==> config.mk <==
export PLATFORM = sky130hd
export DESIGN_NAME = bmh_mem
export DESIGN_NICKNAME = d
export VERILOG_FILES = /design/src/rtl/core/bmh_mem.sv
export SDC_FILE = /design/constraint.sdc
export NUM_CORES = 2
export LEC_CHECK = 0
export ABC_AREA = 0
export BUFFER_PORTS_ARGS = -buffer_cell sky130_fd_sc_hd__buf_2
export CAP_MARGIN = 20
export CELL_PAD_IN_SITES_DETAIL_PLACEMENT = 2
export CELL_PAD_IN_SITES_GLOBAL_PLACEMENT = 2
export CORE_ASPECT_RATIO = 0.8
export CORE_UTILIZATION = 48
export DETAILED_ROUTE_END_ITERATION = 8
export PLACE_DENSITY = 0.73
export SYNTH_ARGS = -nofsm -noshare
export SYNTH_HDL_FRONTEND = slang
export SYNTH_SLANG_ARGS = --single-unit
==> constraint.sdc <==
create_clock -name clk -period 3.8 [get_ports clk]
set_clock_uncertainty 0.2 [all_clocks]
set_input_delay 0.19 -clock clk [delete_from_list [all_inputs] [get_ports clk]]
set_output_delay 0.19 -clock clk [all_outputs]
set_load 0.1 [all_outputs]
==> src/rtl/core/bmh_mem.sv <==
`default_nettype none

module bmh_mem #(
    parameter int DEPTH = 128
) (
    input  wire logic                             clk,
    input  wire logic                             we,
    input  wire logic [$clog2(DEPTH)-1:0]         waddr,
    input  wire logic signed [31:0]               wdata,
    input  wire logic [$clog2(DEPTH)-1:0]         raddr_a,
    input  wire logic [$clog2(DEPTH)-1:0]         raddr_b,
    output logic signed [31:0]                    rdata_a,
    output logic signed [31:0]                    rdata_b
);

    logic signed [31:0] store [DEPTH];

    always_ff @(posedge clk)
    begin
        if (we)
        begin
            store[waddr] <= wdata;
        end
    end

    // Both read ports are registered; data appears in the cycle after the address.
    always_ff @(posedge clk)
    begin
        rdata_a <= store[raddr_a];
        rdata_b <= store[raddr_b];
    end

endmodule

`default_nettype wire

==> metrics.md <==
| Metric | Value |
|---|---|
| Status | `finished, final reports clean` |
| Rel. slew slack | `0.153` |
| Worst setup EP type | `flip-flop` |
| Number of cell rows | `roughly 210` |
| PD cells | `482 nW/um^2` |
| Chip Height | `roughly 560 um` |
| Max-slew violations | `0` |
| Clock network fraction of design power | `0.413` |
| Vias per cell | `7.80` |
| Ratio of cells with drive above 1 in the final layout | `0.487` |
| Layout Cells excl Fill | `13,900` |
| Overflow left after global routing | `0` |
| Distinct cell type count after synthesis | `17` |
| CTS sink cnt | `4,160` |
| Clock buffer depth | `4` |
| Yosys warns | `0` |
| Setup CP Type | `flip-flop to flip-flop` |
| Max-cap violations | `0` |
| Reg power frac | `0.489` |
| Critical Path RT | `roughly 4.5 ns` |
| Hpwl dp | `between 400,000 and 500,000 um` |
| Mux contribution to synthesized area | `0.325` |
| Layout overhead on the synthesized area | `14.9%` |
| Initial Util | `0.483` |
| Initial DRC count | `20,000` |
| Clock latency on the worst-skew pair | `1.05 ns` |
| Fin crit period | `3.46 ns` |
| Vias in the first global route | `roughly 110k` |
| Critical path startpoint category | `flip-flop` |
| CTS tree | `done` |
| Hold WC Path Type | `input pin to flip-flop` |
| First-pass GRT wire length | `982,000 um` |
| Final total power | `roughly 0.10 W` |
| GP Congestion | `0.838` |
| Overall routed net length | `736,000 um` |
| Dpl cells | `13,000` |
| Post-CTS setup buffers | `0` |
| Final setup violation count | `0` |
| Routed Antenna Nets | `0` |
| Total CTS buffers | `415` |
| Post-Synth Adder-Cell Area | `0` |
| Post-Synth XOR/XNOR Area | `0` |
| Commonest non-fill, non-tap cells in the layout | `edfxtp_1 (4,096), mux4_2 (2,688), clkbuf_16 (425), buf_4 (376), buf_12 (246)` |
| Core area | `391,000 um^2` |
| Util after Layout | `0.555` |
| Net Sw Power | `about 0.026 W` |
| Clock H-tree levels | `5` |
| DIE AREA | `396,000 um^2` |
| Register area share after synthesis | `0.658` |
| Slew at the pin closest to its max-slew limit | `1.27 ns` |
| Layout Nets | `8,332` |
| Clock Tree Root | `clkbuf_16` |
| Comb power frac | `0.098` |
| Fmax | `0.289 GHz` |
| Compound-gate portion of the synthesized area | `0` |
| Largest net degree at the start of global routing | `129` |
| Final hold slack | `0.0264 ns` |
| Vias | `108,000` |
| Simple-Gate Fraction of Synth Area | `0.00369` |
| Fin Setup TNS | `0 ns` |
| Largest family of logic cells by synthesized area | `multiplexers` |
| Synthesis-stage register bit count | `about 4,200` |
| Final hold vios | `0` |
| Ports | `between 100 and 150` |
| IO buf count | `118` |
| Syn nets | `7,756` |
| # resized after CTS | `0` |
| First-pass DRT Iterations | `6` |
| Cell Int Power | `0.0787 W` |
| RSZ-0062 raised after global routing | `no` |
| Die width | `703 um` |
| Initial antenna violation count | `92` |
| Syn_area_per_cell | `24.5 um^2` |
| GRT Resource Usage Total | `0.371` |
| Most common cell after layout, fill and taps aside | `edfxtp_1` |
| Crit Path Max Fanout | `2` |
| Cell area after synthesis | `189,000 um^2` |
| Cell count after synthesis | `7,701` |
| Worst VDD drop | `slightly below 0.4 mV` |
| CP Data Arrival Time | `4.18 ns` |
| Switching Fraction | `0.247` |
| Routed WL per cell | `53.1 um` |
| Final critical-path share of the clock period | `0.909` |
| Clock-pin slew on the worst setup and hold paths | `0.07 ns` |
| LEAKAGE | `66.5 nW` |
| DRC Markers | `0` |
## layout make-up
cell class | count | area, um^2
fillers | 30800 | 174000
flip-flops and latches | 4160 | 124000
multi-input cells | 2922 | 62900
clock buffers | 534 | 11200
repair buffers | 778 | 9290
well taps | 5175 | 6470
clock inverters | 231 | 2450
diodes | 81 | 203
## synthesized netlist by cell type
| cell type | count | area (um^2) |
|---|---|---|
| nand3_1 | 12 | 60.1 |
| or3_1 | 1 | 6.26 |
| nor2b_1 | 7 | 43.8 |
| buf_2 | 103 | 515 |
| edfxtp_1 | 4096 | 123000 |
| nor3_1 | 9 | 45.0 |
| nand2b_1 | 2 | 12.5 |
| nand2_1 | 14 | 52.6 |
| buf_4 | 17 | 128 |
| nand4_1 | 3 | 18.8 |
| clkbuf_1 | 365 | 1370 |
| buf_6 | 2 | 22.5 |
| mux4_2 | 2688 | 60500 |
| buf_1 | 132 | 495 |
| dfxtp_1 | 64 | 1280 |
| nor2_1 | 122 | 458 |
| mux2_2 | 64 | 721 |
## metal layers
metal  GRT usage  up-vias  share of wire
met3       0.112     1727           0.14
met5           0        -        0.00022
met4       0.192       24          0.059
li1            -    36700              -
met1       0.512    59700           0.35
met2       0.540    10100           0.45
## final timing paths
check / startpoint / endpoint / slack [ns] / cells past startpoint
min: wdata[30] / store[78][30] / 0.03 / 2
max: store[118][9] / rdata_b[9] / 0.34 / 5
max reg2reg: store[118][9] / rdata_b[9] / 0.34 / 5
min reg2reg: store[30][25] / rdata_a[25] / 0.97 / 4
## cell families after synthesis
kind of cell | after synthesis
flip-flops | 4160
multiplexers | 2752
buffers and inverters | 619
AND/OR/NAND/NOR | 170
## sequential cells by signal, indices dropped and copies added (netlist names)
| register | count |
|---|---|
| store | 4096 |
| rdata_b | 32 |
| rdata_a | 32 |
## repair_timing
| action | CTS | global route |
|---|---|---|
| hold endpoints to repair | 4202 | 34 |
| setup endpoints to repair | 0 | 0 |
| hold buffers | 53 | 2 |
## worst max-delay path, stage by stage (launching register included)
cell	delay (ns)
edfxtp_1	0.42
mux4_2	0.48
mux4_2	0.65
mux4_2	0.69
mux2_2	0.33
dlygate4sd3_1	0.57
## stage by stage
step / worst slack (ns) / area, um^2
after detailed placement: 0.0658 / 202000
after global placement: 0.100 / 202000
after CTS: 0.458 / 216000
after floorplan: 0.171 / 189000
after global routing: 0.320 / 217000
final: 0.344 / 217000
## power by group through the flow
stage / logic (W) / clock network, W / registers, W
floorplan: 0.00478 / 0 / 0.0527
global placement: 0.00959 / 0 / 0.0521
detailed placement: 0.00987 / 0 / 0.0521
CTS: 0.0100 / 0.0432 / 0.0511
global route: 0.0104 / 0.0446 / 0.0511
finish: 0.0102 / 0.0431 / 0.0512
No activity file was read; power rests on OpenSTA's default activity.
