==> src/rtl/core/bmh_pkg.sv <==
`default_nettype none

package bmh_pkg;

    // Operation codes carried in the mode field.
    localparam logic [1:0] MODE_INSERT  = 2'd0;
    localparam logic [1:0] MODE_DELETE  = 2'd1;
    localparam logic [1:0] MODE_EXTRACT = 2'd2;

    // Status codes returned with every result.
    localparam logic [1:0] STATUS_OK     = 2'd0;
    localparam logic [1:0] STATUS_FULL   = 2'd1;
    localparam logic [1:0] STATUS_BADPOS = 2'd2;
    localparam logic [1:0] STATUS_EMPTY  = 2'd3;

    localparam logic signed [31:0] KEY_MIN     = 32'sh8000_0000;
    localparam logic signed [31:0] VALUE_EMPTY = -32'sd1;
    localparam logic signed [31:0] VALUE_NONE  = 32'sd0;

    typedef struct packed {
        logic        [1:0]  mode;
        logic signed [31:0] key;
        logic        [6:0]  position;
    } heap_req_t;

    typedef struct packed {
        logic signed [31:0] value;
        logic        [1:0]  status;
        logic        [7:0]  count;
    } heap_rsp_t;

    typedef enum logic [3:0] {
        S_IDLE,
        S_UP_RD,
        S_UP_CMP,
        S_ROOT_RD,
        S_ROOT_CAP,
        S_DN_RD,
        S_DN_CMP,
        S_DONE
    } state_t;

endpackage

`default_nettype wire

==> src/rtl/core/bmh_ctrl.sv <==
`default_nettype none

module bmh_ctrl #(
    parameter int CAPACITY = 128
) (
    input  wire logic                          clk,
    input  wire logic                          rst_n,
    input  wire logic                          req_valid,
    output logic                               req_ready,
    input  wire bmh_pkg::heap_req_t            req,
    output logic                               res_valid,
    input  wire logic                          res_ready,
    output bmh_pkg::heap_rsp_t                 res,
    output logic                               mem_we,
    output logic [$clog2(CAPACITY)-1:0]        mem_waddr,
    output logic signed [31:0]                 mem_wdata,
    output logic [$clog2(CAPACITY)-1:0]        mem_raddr_a,
    output logic [$clog2(CAPACITY)-1:0]        mem_raddr_b,
    input  wire logic signed [31:0]            mem_rdata_a,
    input  wire logic signed [31:0]            mem_rdata_b
);

    import bmh_pkg::*;

    localparam int AW  = $clog2(CAPACITY);
    localparam int CW  = $clog2(CAPACITY + 1);
    localparam int CHW = AW + 2;
    localparam int PW  = (CW > 7) ? CW : 7;

    state_t             state_reg,  state_next;
    logic [CW-1:0]      count_reg,  count_next;
    logic [AW-1:0]      idx_reg,    idx_next;
    logic signed [31:0] val_reg,    val_next;
    logic signed [31:0] value_reg,  value_next;
    logic [1:0]         status_reg, status_next;
    logic [1:0]         mode_reg,   mode_next;

    logic               accept;
    logic [AW-1:0]      parent_idx;
    logic [CHW-1:0]     left_idx;
    logic [CHW-1:0]     right_idx;
    logic               left_ok;
    logic               right_ok;
    logic               take_left;
    logic signed [31:0] best_val;
    logic               take_right;
    logic               parent_gt;
    logic               full;
    logic               bad_pos;
    logic               is_delete;

    assign accept     = req_valid && req_ready;
    assign parent_idx = (idx_reg - 1'b1) >> 1;
    assign left_idx   = {1'b0, idx_reg, 1'b1};
    assign right_idx  = left_idx + 1'b1;
    assign left_ok    = left_idx < CHW'(count_reg);
    assign right_ok   = right_idx < CHW'(count_reg);

    // Ties prefer the left child; the right child wins only when strictly smaller.
    assign take_left  = left_ok && (mem_rdata_a < val_reg);
    assign best_val   = take_left ? mem_rdata_a : val_reg;
    assign take_right = right_ok && (mem_rdata_b < best_val);
    assign parent_gt  = mem_rdata_a > val_reg;

    assign full      = count_reg == CW'(CAPACITY);
    assign bad_pos   = PW'(req.position) >= PW'(count_reg);
    assign is_delete = mode_reg == MODE_DELETE;

    // Next state.
    always_comb
    begin
        state_next = state_reg;
        case (state_reg)
            S_IDLE:
            begin
                if (accept)
                begin
                    case (req.mode)
                        MODE_INSERT:  state_next = full ? S_DONE : S_UP_RD;
                        MODE_DELETE:  state_next = bad_pos ? S_DONE : S_UP_RD;
                        MODE_EXTRACT: state_next = (count_reg == '0) ? S_DONE : S_ROOT_RD;
                        default:      state_next = S_DONE;
                    endcase
                end
            end
            S_UP_RD:
            begin
                if (idx_reg == '0)
                begin
                    state_next = is_delete ? S_ROOT_RD : S_DONE;
                end
                else
                begin
                    state_next = S_UP_CMP;
                end
            end
            S_UP_CMP:
            begin
                if (parent_gt)
                begin
                    state_next = S_UP_RD;
                end
                else
                begin
                    state_next = is_delete ? S_ROOT_RD : S_DONE;
                end
            end
            S_ROOT_RD:  state_next = S_ROOT_CAP;
            S_ROOT_CAP: state_next = (count_reg == '0) ? S_DONE : S_DN_RD;
            S_DN_RD:    state_next = left_ok ? S_DN_CMP : S_DONE;
            S_DN_CMP:   state_next = (take_left || take_right) ? S_DN_RD : S_DONE;
            S_DONE:
            begin
                if (res_ready)
                begin
                    state_next = S_IDLE;
                end
            end
            default:    state_next = S_IDLE;
        endcase
    end

    // Datapath registers.
    always_comb
    begin
        count_next  = count_reg;
        idx_next    = idx_reg;
        val_next    = val_reg;
        value_next  = value_reg;
        status_next = status_reg;
        mode_next   = mode_reg;
        case (state_reg)
            S_IDLE:
            begin
                if (accept)
                begin
                    mode_next   = req.mode;
                    value_next  = VALUE_NONE;
                    status_next = STATUS_OK;
                    case (req.mode)
                        MODE_INSERT:
                        begin
                            if (full)
                            begin
                                status_next = STATUS_FULL;
                            end
                            else
                            begin
                                idx_next   = AW'(count_reg);
                                val_next   = req.key;
                                count_next = count_reg + 1'b1;
                            end
                        end
                        MODE_DELETE:
                        begin
                            if (bad_pos)
                            begin
                                status_next = STATUS_BADPOS;
                            end
                            else
                            begin
                                idx_next = AW'(req.position);
                                val_next = KEY_MIN;
                            end
                        end
                        MODE_EXTRACT:
                        begin
                            if (count_reg == '0)
                            begin
                                value_next  = VALUE_EMPTY;
                                status_next = STATUS_EMPTY;
                            end
                        end
                        default:
                        begin
                        end
                    endcase
                end
            end
            S_UP_CMP:
            begin
                if (parent_gt)
                begin
                    idx_next = parent_idx;
                end
            end
            S_ROOT_RD:
            begin
                count_next = count_reg - 1'b1;
            end
            S_ROOT_CAP:
            begin
                if (!is_delete)
                begin
                    value_next = mem_rdata_a;
                end
                val_next = mem_rdata_b;
                idx_next = '0;
            end
            S_DN_CMP:
            begin
                if (take_right)
                begin
                    idx_next = right_idx[AW-1:0];
                end
                else if (take_left)
                begin
                    idx_next = left_idx[AW-1:0];
                end
            end
            default:
            begin
            end
        endcase
    end

    // Outputs and memory port control.
    always_comb
    begin
        req_ready   = state_reg == S_IDLE;
        res_valid   = state_reg == S_DONE;
        mem_we      = 1'b0;
        mem_waddr   = idx_reg;
        mem_wdata   = val_reg;
        mem_raddr_a = parent_idx;
        mem_raddr_b = right_idx[AW-1:0];
        case (state_reg)
            S_UP_RD:
            begin
                mem_we = idx_reg == '0;
            end
            S_UP_CMP:
            begin
                mem_we    = 1'b1;
                mem_wdata = parent_gt ? mem_rdata_a : val_reg;
            end
            S_ROOT_RD:
            begin
                mem_raddr_a = '0;
                mem_raddr_b = AW'(count_reg - 1'b1);
            end
            S_DN_RD:
            begin
                mem_raddr_a = left_idx[AW-1:0];
                mem_we      = !left_ok;
            end
            S_DN_CMP:
            begin
                mem_we = 1'b1;
                if (take_right)
                begin
                    mem_wdata = mem_rdata_b;
                end
                else if (take_left)
                begin
                    mem_wdata = mem_rdata_a;
                end
            end
            default:
            begin
            end
        endcase
    end

    assign res.value  = value_reg;
    assign res.status = status_reg;
    assign res.count  = 8'(count_reg);

    always_ff @(posedge clk or negedge rst_n)
    begin
        if (!rst_n)
        begin
            state_reg <= S_IDLE;
            count_reg <= '0;
        end
        else
        begin
            state_reg <= state_next;
            count_reg <= count_next;
        end
    end

    always_ff @(posedge clk)
    begin
        idx_reg    <= idx_next;
        val_reg    <= val_next;
        value_reg  <= value_next;
        status_reg <= status_next;
        mode_reg   <= mode_next;
    end

endmodule

`default_nettype wire
==> config.mk <==
export PLATFORM = sky130hd
export DESIGN_NAME = bmh_ctrl
export DESIGN_NICKNAME = d
export VERILOG_FILES = /design/src/rtl/core/bmh_pkg.sv /design/src/rtl/core/bmh_ctrl.sv
export SDC_FILE = /design/constraint.sdc
export NUM_CORES = 1
export LEC_CHECK = 0
export BUFFER_PORTS_ARGS = -buffer_cell sky130_fd_sc_hd__buf_4
export CORE_ASPECT_RATIO = 0.7
export CORE_MARGIN = 4
export CORE_UTILIZATION = 35
export CTS_CLUSTER_SIZE = 8
export DETAILED_ROUTE_END_ITERATION = 6
export PLACE_DENSITY = 0.65
export SLEW_MARGIN = 20
export SYNTH_ARGS = -nofsm -noshare
export SYNTH_HDL_FRONTEND = slang
export SYNTH_SLANG_ARGS = --single-unit
export TNS_END_PERCENT = 5
==> constraint.sdc <==
create_clock -name clk -period 17.8 [get_ports clk]
set_input_delay 1.78 -clock clk [delete_from_list [all_inputs] [get_ports clk]]
set_output_delay 1.78 -clock clk [all_outputs]
set_load 0.05 [all_outputs]
==> metrics.txt <==
FF/Latch Area=around 0.0025 mm^2; largest net degree at the start of global routing=55; Top FF cell, synth=edfxtp_1; hpwl dp=about 21 mm; TritonCTS buffer count=9; Top cell by count, worst path=buf_4; Post-synth EDFFs=75; overall routing resource usage=between 20% and 30%; vias=around 8000; clk slew on worst S/H paths=0.08 ns; max-cap violations=0; final hold vios=0; Initial Utilization=a little over a third; cells on worst reg2reg path=20; synth warn=0; Syn Nets=between 1000 and 1500; Final Skew=~0.014 ns; worst path arrival time=approximately 8.6 ns; unrepaired setup endpoints after global routing=false; Hold EP=count_reg[0]; DR WL/cell=between 20 and 25 um; input/output buffers=between 200 and 250; die area=~0.026 mm^2; Root Driver=clkbuf_16; Synth cell types=63; most common cell after layout, fill and taps aside=buf_4; r2r endpoint=mem_waddr[6]; Req. time, crit path=approximately 16 ns; row cnt=46; FMAX=~96 MHz; Hold WS=between 0.6 and 0.7 ns; mapped cell area=roughly 0.0081 mm^2; DRC=0; Synth Instances=around 930; FFs w/ async S/R, synth=between 10% and 20%; Initial DRC Count=about 800; drt first pass iters=5; gr ovfl total=0; IO Pins=a little over 200; vias in the first global route=7760; setup total negative slack=0 ns; Synth-to-Final Area Change=25.9%; DRT antenna net count=0; fin util=44.9%; buffers and inverters on the worst path=4; share of layout cells above drive strength 1=a little under a quarter; number of setup buffers added after CTS=0; die width=190 um; status=completed; FILL cells=approximately 2300; Worst R2R Setup Slack=roughly 10 ns; hold_sp=count_reg[0]; crit path max fanout=45; FF-to-FF Start=count_reg[2]; TritonCTS Sinks=86; Avg Cell Area, Syn=8.73 um^2; buffer levels on the longest clock path=2; area used by multi-input combinational logic=around 0.0051 mm^2; Core ar.=between 0.02 and 0.025 mm^2; Setup crit start kind=input pin; critical path type=in2out; # setup viols final=0; Max stage delay cell, worst path=mux2i_4; fin crit period=10.39 ns; fin crit share=58.4%; routability cong.=between 0.8 and 0.9; nets@finish=~1300; max incr delay on CP=roughly 0.78 ns; Worst Setup SP=mem_rdata_a[5]; delay-heaviest family, CP=compound AO/OA/AOI/OAI gates; Slew Limit Fails=0; Slew @ Worst Pin=between 1 and 1.5 ns; most frequent cells in the layout=buf_4, nand2_1, ha_1; FF+latch count, synth=between 80 and 90; CTS tree=done; # diodes=0; Slew HR=approximately 29%; first-pass GRT wire length=44.6 mm; Post-CTS Resized=0; post-synthesis sequential area ratio=~31%; CP endpoint kind=output pin; Min-Delay Path Class=reg2reg; hold depth=1; Post-CTS Hold Buffers=0; initial antenna violation count=0; latest clock arrival within the worst-skew pair=between 0.3 and 0.4 ns; Die Y=135 um; vias per inst=roughly 5.7; H-tree depth=3; worst-path cell chain=buf_4 -> ha_1 -> a21oi_1 -> o21ai_0 -> a221o_1 -> o31a_2 -> nor4_4 -> buf_4 -> mux2i_1 -> ha_1 -> a21oi_1 -> o21ai_0 -> a2111oi_0 -> nand4_1 -> a2111o_1 -> o211ai_2 -> mux2i_4 -> buf_4 -> nor3_1 -> a311oi_1 -> buf_4; final wirelength=between 20 and 30 mm
cell families (layout without fill, tap and decap cells):
family                     count (synthesis)  count (layout)  share of synthesized area, %
and+or+nand+nor                          292             292                          17.1
AOI/OAI and AO/OA                        278             278                          24.1
buffers and inverters                    117             287                          6.13
adders and majority gates                 88              88                          13.6
DFF                                       86              86                          31.3
muxes                                     43              43                          5.48
xor gates and xnor gates                  21              21                          2.28
synth_stat cells, types with 6 or more instances:
| cell type | number | area (um^2) |
|---|---|---|
| nand2_1 | 104 | 390 |
| ha_1 | 88 | 1100 |
| edfxtp_1 | 75 | 2250 |
| inv_1 | 52 | 195 |
| nand3_1 | 52 | 260 |
| a21oi_1 | 48 | 240 |
| clkbuf_1 | 47 | 176 |
| nor2_1 | 43 | 161 |
| mux2i_1 | 42 | 420 |
| a21o_1 | 41 | 308 |
| nor3_1 | 38 | 190 |
| o22ai_1 | 35 | 219 |
| o21ai_0 | 34 | 170 |
| o22a_1 | 30 | 263 |
| a311oi_1 | 29 | 254 |
| xnor2_1 | 18 | 158 |
| nand4_1 | 14 | 87.6 |
| dfrtp_1 | 11 | 275 |
| a31oi_1 | 8 | 50.1 |
| a211oi_1 | 6 | 45.0 |
| buf_2 | 6 | 30.0 |
| nand2b_1 | 6 | 37.5 |
| nor2b_1 | 6 | 37.5 |
stage by stage:
| step | worst slack, ns | cells | instance area [um^2] |
|---|---|---|---|
| final | 7.41 | 1407 | 10200 |
| after global routing | 6.92 | 1407 | 10200 |
| after CTS | 7.38 | 1406 | 10100 |
| after detailed placement | 7.40 | 1391 | 9850 |
| after global placement | 7.57 | 1391 | 9850 |
| after floorplan | 8.60 | 925 | 8080 |
worst max path at each step:
stage	cells past startpoint	endpoint	slack (ns)
after floorplan	19	mem_wdata[18]	8.60
after global placement	21	mem_wdata[11]	7.57
after detailed placement	21	mem_wdata[11]	7.40
after CTS	21	mem_wdata[11]	7.38
after global routing	21	mem_wdata[11]	6.92
final	21	mem_wdata[11]	7.41
worst reg2reg max path: stages, from the launching register on:
cell       delay (ns)
dfrtp_1          0.52
inv_1            0.21
ha_1             0.33
nand2b_1         0.08
a21oi_1          0.07
o21ai_0          0.68
inv_1            0.29
nor4_4           0.30
buf_4            0.54
mux2i_1          0.36
ha_1             0.31
a21oi_1          0.14
o21ai_0          0.13
a2111oi_0        0.62
nand4_1          0.19
a2111o_1         0.41
o211ai_2         0.12
mux2i_4          0.78
buf_4            0.55
nor4_1           0.15
a311o_1          0.34
metal layers:
| metal | vias to the layer above | wire length (um) | track usage, % |
|---|---|---|---|
| li1 | 3839 | - | - |
| met3 | 37 | 2520 | 5.22 |
| met5 | - | 0 | 0 |
| met1 | 3748 | 13700 | 32.5 |
| met4 | 0 | 531 | 5.50 |
| met2 | 360 | 12100 | 32.3 |
layout make-up:
class | instances | area share, %
multi-input combinational | 722 | 50.1
sequential | 86 | 24.8
timing repair buffer | 219 | 16.4
tap | 312 | 3.84
clock buffer | 9 | 2.21
inverter | 53 | 1.96
clock inverter | 6 | 0.677
Power is not shown: default switching activity piles up to over one toggle a cycle in this logic, so the estimate is an artifact.
